## config.mk

```make
export PLATFORM = sky130hd
export DESIGN_NAME = plt_ctrl
export DESIGN_NICKNAME = d
export VERILOG_FILES = /design/src/design/plt_pkg.sv /design/src/design/plt_ctrl.sv
export SDC_FILE = /design/constraint.sdc
export NUM_CORES = 1
export LEC_CHECK = 0
export ABC_CLOCK_PERIOD_IN_PS = 1610
export BUFFER_PORTS_ARGS = -buffer_cell sky130_fd_sc_hd__buf_4
export CAP_MARGIN = 15
export CORE_ASPECT_RATIO = 1.2
export CORE_MARGIN = 5
export CORE_UTILIZATION = 30
export CTS_CLUSTER_SIZE = 30
export DETAILED_ROUTE_END_ITERATION = 10
export GPL_ROUTABILITY_DRIVEN = 0
export GPL_TIMING_DRIVEN = 0
export SLEW_MARGIN = 10
export SYNTH_ARGS = -nofsm -noshare
export SYNTH_HDL_FRONTEND = slang
export SYNTH_SLANG_ARGS = --single-unit
```

## constraint.sdc

```tcl
create_clock -name clock -period 1.61 [get_ports clock]
set_input_delay 0.2415 -clock clock [delete_from_list [all_inputs] [get_ports clock]]
set_output_delay 0.2415 -clock clock [all_outputs]
set_load 0.02 [all_outputs]
```

## src/design/plt_pkg.sv

```systemverilog
// ----------------------------------------------------------------------------
// plt_pkg
// Shared types and constants of the piecewise linear lookup table.
// ----------------------------------------------------------------------------
package plt_pkg;

   localparam int DATA_WIDTH        = 32;
   localparam int TABLE_ENTRIES_DEF = 64;

   typedef enum logic [1:0] {
      REQ_ADD     = 2'd0,
      REQ_INTERP  = 2'd1,
      REQ_NEAREST = 2'd2
   } req_kind_type;

   typedef enum logic [1:0] {
      ST_OK        = 2'd0,
      ST_EMPTY     = 2'd1,
      ST_FULL      = 2'd2,
      ST_OVERWRITE = 2'd3
   } status_type;

   typedef enum logic [3:0] {
      S_IDLE,
      S_DISPATCH,
      S_SCAN_RD,
      S_SCAN_CMP,
      S_SCAN_END,
      S_SHIFT_CHK,
      S_SHIFT_WR,
      S_NEAR,
      S_DIV_START,
      S_DIV_WAIT,
      S_FINISH
   } ctrl_state_type;

   typedef enum logic [1:0] {
      DIV_ADD,
      DIV_SUB1,
      DIV_SUB2
   } div_phase_type;

   typedef struct packed {
      logic [1:0]                   req_type;
      logic signed [DATA_WIDTH-1:0] key_x;
      logic signed [DATA_WIDTH-1:0] entry_value;
   } req_payload_type;

   typedef struct packed {
      logic signed [DATA_WIDTH-1:0] result_y;
      logic [1:0]                   status;
      logic                         clamped;
   } rsp_payload_type;

   typedef struct packed {
      logic capture;
      logic set_empty;
      logic rd_cur;
      logic step;
      logic found_up;
      logic first_clamp;
      logic end_clamp;
      logic set_full;
      logic overwrite;
      logic load_shift;
      logic shift_rd;
      logic shift_wr;
      logic insert;
      logic near;
      logic div_start;
      logic div_finish;
      logic load_out;
   } ctrl_cmd_type;

   typedef struct packed {
      logic [1:0] kind;
      logic       count_zero;
      logic       full;
      logic       idx_eq_count;
      logic       idx_zero;
      logic       idx_eq_pos;
      logic       key_gt;
      logic       key_eq;
      logic       div_done;
   } dp_status_type;

endpackage

```

## src/design/plt_ctrl.sv

```systemverilog
// ----------------------------------------------------------------------------
// plt_ctrl
// Controller: sequences scan, shift, insert and divide for one item at a time.
// ----------------------------------------------------------------------------
module plt_ctrl
   import plt_pkg::*;
(
   input  logic          clock,
   input  logic          reset,
   input  logic          req_valid,
   output logic          req_stall,
   output logic          rsp_valid,
   input  logic          rsp_stall,
   input  dp_status_type status,
   output ctrl_cmd_type  cmd
);

   ctrl_state_type state_ff;
   ctrl_state_type state_in;
   logic           rsp_valid_ff;
   logic           rsp_valid_in;

   always_ff @(posedge clock) begin
      if (reset) begin
         state_ff     <= S_IDLE;
         rsp_valid_ff <= 1'b0;
      end else begin
         state_ff     <= state_in;
         rsp_valid_ff <= rsp_valid_in;
      end
   end

   always_comb begin
      state_in     = state_ff;
      cmd          = '0;
      rsp_valid_in = rsp_valid_ff & rsp_stall;
      case (state_ff)
         S_IDLE: begin
            if (req_valid) begin
               cmd.capture = 1'b1;
               state_in    = S_DISPATCH;
            end
         end
         S_DISPATCH: begin
            case (status.kind)
               REQ_ADD: begin
                  state_in = S_SCAN_RD;
               end
               REQ_INTERP, REQ_NEAREST: begin
                  if (status.count_zero) begin
                     cmd.set_empty = 1'b1;
                     state_in      = S_FINISH;
                  end else begin
                     state_in = S_SCAN_RD;
                  end
               end
               default: begin
                  state_in = S_FINISH;
               end
            endcase
         end
         S_SCAN_RD: begin
            if (status.idx_eq_count) begin
               state_in = S_SCAN_END;
            end else begin
               cmd.rd_cur = 1'b1;
               state_in   = S_SCAN_CMP;
            end
         end
         S_SCAN_CMP: begin
            if (status.kind == REQ_ADD) begin
               if (status.key_eq) begin
                  cmd.overwrite = 1'b1;
                  state_in      = S_FINISH;
               end else if (status.key_gt) begin
                  if (status.full) begin
                     cmd.set_full = 1'b1;
                     state_in     = S_FINISH;
                  end else begin
                     cmd.load_shift = 1'b1;
                     state_in       = S_SHIFT_CHK;
                  end
               end else begin
                  cmd.step = 1'b1;
                  state_in = S_SCAN_RD;
               end
            end else if (status.key_gt) begin
               if (status.idx_zero) begin
                  cmd.first_clamp = 1'b1;
                  state_in        = S_FINISH;
               end else begin
                  cmd.found_up = 1'b1;
                  state_in = (status.kind == REQ_INTERP) ? S_DIV_START : S_NEAR;
               end
            end else begin
               cmd.step = 1'b1;
               state_in = S_SCAN_RD;
            end
         end
         S_SCAN_END: begin
            if (status.kind == REQ_ADD) begin
               if (status.full) begin
                  cmd.set_full = 1'b1;
               end else begin
                  cmd.insert = 1'b1;
               end
            end else begin
               cmd.end_clamp = 1'b1;
            end
            state_in = S_FINISH;
         end
         S_SHIFT_CHK: begin
            if (status.idx_eq_pos) begin
               cmd.insert = 1'b1;
               state_in   = S_FINISH;
            end else begin
               cmd.shift_rd = 1'b1;
               state_in     = S_SHIFT_WR;
            end
         end
         S_SHIFT_WR: begin
            cmd.shift_wr = 1'b1;
            state_in     = S_SHIFT_CHK;
         end
         S_NEAR: begin
            cmd.near = 1'b1;
            state_in = S_FINISH;
         end
         S_DIV_START: begin
            cmd.div_start = 1'b1;
            state_in      = S_DIV_WAIT;
         end
         S_DIV_WAIT: begin
            if (status.div_done) begin
               cmd.div_finish = 1'b1;
               state_in       = S_FINISH;
            end
         end
         S_FINISH: begin
            if (!rsp_valid_ff || !rsp_stall) begin
               cmd.load_out = 1'b1;
               rsp_valid_in = 1'b1;
               state_in     = S_IDLE;
            end
         end
         default: begin
            state_in = S_IDLE;
         end
      endcase
   end

   assign req_stall = (state_ff != S_IDLE);
   assign rsp_valid = rsp_valid_ff;

endmodule

```

==> flow_summary.ini <==
[route]
drt_pre_antenna_iters = 4
num_vias = 906
avgViaCountPerCell = 5.36
drt-wirelength-per-cell_microns = 14.9
ant_nets = 0
wirelength_microns = 2530
drtIter0Drc = 19
drc = 0

[clock_network]
cts_max_path_buffers = 2
htreeDepth = 1
cts-root-buf = clkbuf_4
cts_tree = yes
cts_buffers = 3
ctsHoldBuffers = 0
cts.sinks = 5
clk_pin_slew_ps = 40
clock_latency_ps = 240

[place]
place_area_sq_um = 956
preCtsSetupSlack_ps = -53.9
dp_hpwl_microns = 1690
placement.io_buffers = 32
dp.cells = 151

[power]
power_density_nw_per_um2 = 1130
leakage_nw = 0.542
pwr-share-clk_pct = 9.9
totalPowerFinal_w = 0.00145
switching_share_pct = 45.8
ir_drop_mv = 0.518
intPower_w = 0.000783
combPwrFrac_pct = 75.2
pwr-share-seq_pct = 14.9
p_switching_w = 0.000662

[grt]
antenna_found_initial = 0
grt_pass1_vias = 891
grt_pass1_wl_microns = 3970
grt-ovfl-total = 0
grt_use_total_pct = 15.9
grt_max_degree = 11

[floorplanning]
dieArea_sq_um = 3270
die_h_microns = 61.7
io_pins = 33
die-width_microns = 53.1
core_sq_um = 2090
initial_utilization_pct = 31.9
rows = 18

[worst_setup_path]
cp.required_ps = 1370
cp.arrival_ps = 1390
crit_path_max_fanout = 5
endpoint_kind = primary output
critPathKind = flop to primary output
cp-start-kind = flop

[worst_hold_path]
min_path_type = input pin to flop

[sta]
layout_setup_ws_ps = -22.4
timing.slew.headroom_pct = 79.9
finalClockSkew_ps = 3.73
fmax_mhz = 613
setup_viol = 2
drv_slew = 0
period_needed_ps = 1630
setup_tns_ps = -33.3
finalHoldViolations = 0
worstMarginPinSlew_ps = 298
rsz0062_at_grt = true
period_share_pct = 101

[synth]
synthArstFlopShare_pct = 0
synth_cell_types = 39
synth-main-ff-cell = dfxtp_1
ys_seq_area_share_pct = 15.0
synth_edf_count = 0
syn_area_sq_um = 668
avgSynthCellArea_sq_um = 7.51
synth_cells = 89
ys_warn_count = 0
ys_ff_latch = 5
synth.net_count = 105

[final_layout]
final_layout_size_suffix_gt1_share_pct = 60.4
area_growth_pct = 91.2
nNetsFinal = 156
final_cells = 169
n_antenna_cell = 0
fill_cells = 188
design_area_sq_um = 1280

[outcome]
outcome = finished with violations
violations = negative setup slack

[flow_run]
drv_cap = 0
## critical path: stages, from the launching register on
cell	delay, ps
dfxtp_4	350
buf_8	130
nor2_4	140
nand3_4	110
buf_4	160
nor2_2	120
buf_6	130
## through the flow
stage	hold WS [ps]	utilization, %
floorplan	311	-
CTS	223	54.2
finish	225	61.0
global placement	469	45.6
global route	222	61.0
detailed placement	475	45.6
## cells by family after synthesis
kind of cell               share of synthesized area [%]
AOI/OAI and AO/OA                                   27.9
adders and majority gates                           3.74
buffers and inverters                               8.61
DFF                                                 15.0
and+or+nand+nor                                     44.8
## Yosys cell counts (2+ instances only)
| cell | n | area share, % |
|---|---|---|
| ha_1 | 2 | 3.7 |
| a21oi_1 | 4 | 3.0 |
| nor4_1 | 3 | 2.8 |
| nand2_1 | 8 | 4.5 |
| a21o_1 | 2 | 2.2 |
| inv_1 | 5 | 2.8 |
| nor3_1 | 5 | 3.7 |
| buf_4 | 3 | 3.4 |
| nor4b_2 | 2 | 4.5 |
| dfxtp_1 | 5 | 15 |
| nand4bb_1 | 3 | 5.1 |
| o22ai_1 | 3 | 2.8 |
| or2_2 | 2 | 1.9 |
| nand2b_1 | 6 | 5.6 |
| nor2_1 | 6 | 3.4 |
| a31oi_1 | 3 | 2.8 |
| o22a_1 | 2 | 2.6 |
| o21a_1 | 2 | 2.2 |
| o21ai_0 | 3 | 2.2 |
## registers in the layout, indices dropped and copies added, names as in the netlist
name       flops
state_ff       4
rsp_valid      1
## worst paths after layout
kind              slack (ps)                      from  cells past startpoint                       end
setup / recovery         -20  state_ff[2]$_SDFFE_PP0P_                      6                    cmd[7]
hold / removal           230                     reset                      2      rsp_valid$_SDFF_PP0_
setup reg to reg          60  state_ff[2]$_SDFFE_PP0P_                      4  state_ff[0]$_SDFFE_PP0P_
hold reg to reg          560      rsp_valid$_SDFF_PP0_                      2      rsp_valid$_SDFF_PP0_
## cells in the final DEF (no fill, tap or decap), types with 2 or more instances in the layout
master     Yosys  routed
dfxtp_4        0       3
buf_6          1       8
dfxtp_1        5       2
o22ai_1        3       3
nand2b_1       6       3
o21ai_0        3       3
nor2_1         6       2
inv_1          5       5
nor4_2         0       2
a21oi_1        4       4
a31oi_1        3       3
nand4bb_1      3       2
o22a_1         2       2
ha_1           2       2
clkbuf_4       0       3
nor2_4         0       2
buf_4          3      41
o21a_1         2       2
nor3_2         0       5
nor2_2         1       3
or2_2          2       2
nand2_1        8       7
nand2b_4       0       2
a21o_1         2       2
## power by group through the flow
stage | Sequential, W | Clock [W] | Combinational [W]
2_1_floorplan | 0.000190 | 0 | 0.000505
3_3_place_gp | 0.000205 | 0 | 0.000718
3_5_place_dp | 0.000203 | 0 | 0.000720
4_1_cts | 0.000205 | 0.000147 | 0.000909
5_1_grt | 0.000222 | 0.000161 | 0.00115
6_report | 0.000216 | 0.000143 | 0.00109
## layer usage
layer / global-route usage [%] / up-vias / part of all wire [%]
li1: - / 435 / -
met1: 19.7 / 431 / 41
met2: 27.8 / 40 / 53
met3: 3.82 / 0 / 6.6
met4: 3.65 / 0 / 0
met5: 0 / - / 0
## final cells by class
type / count / area (sq um) / area share (%)
timing repair buffer: 46 / 377 / 29.5
clock buffer: 4 / 26.3 / 2.06
sequential: 5 / 111 / 8.72
tap: 30 / 37.5 / 2.94
buffer: 5 / 56.3 / 4.41
inverter: 5 / 18.8 / 1.47
multi-input combinational: 74 / 651 / 50.9
## what timing repair did
action	4_1_cts	5_1_grt
gates resized for setup	19	22
pin swaps	5	6
buffers inserted	10	4
setup endpoints to repair	9	13
(Power assumes the default switching activity.)
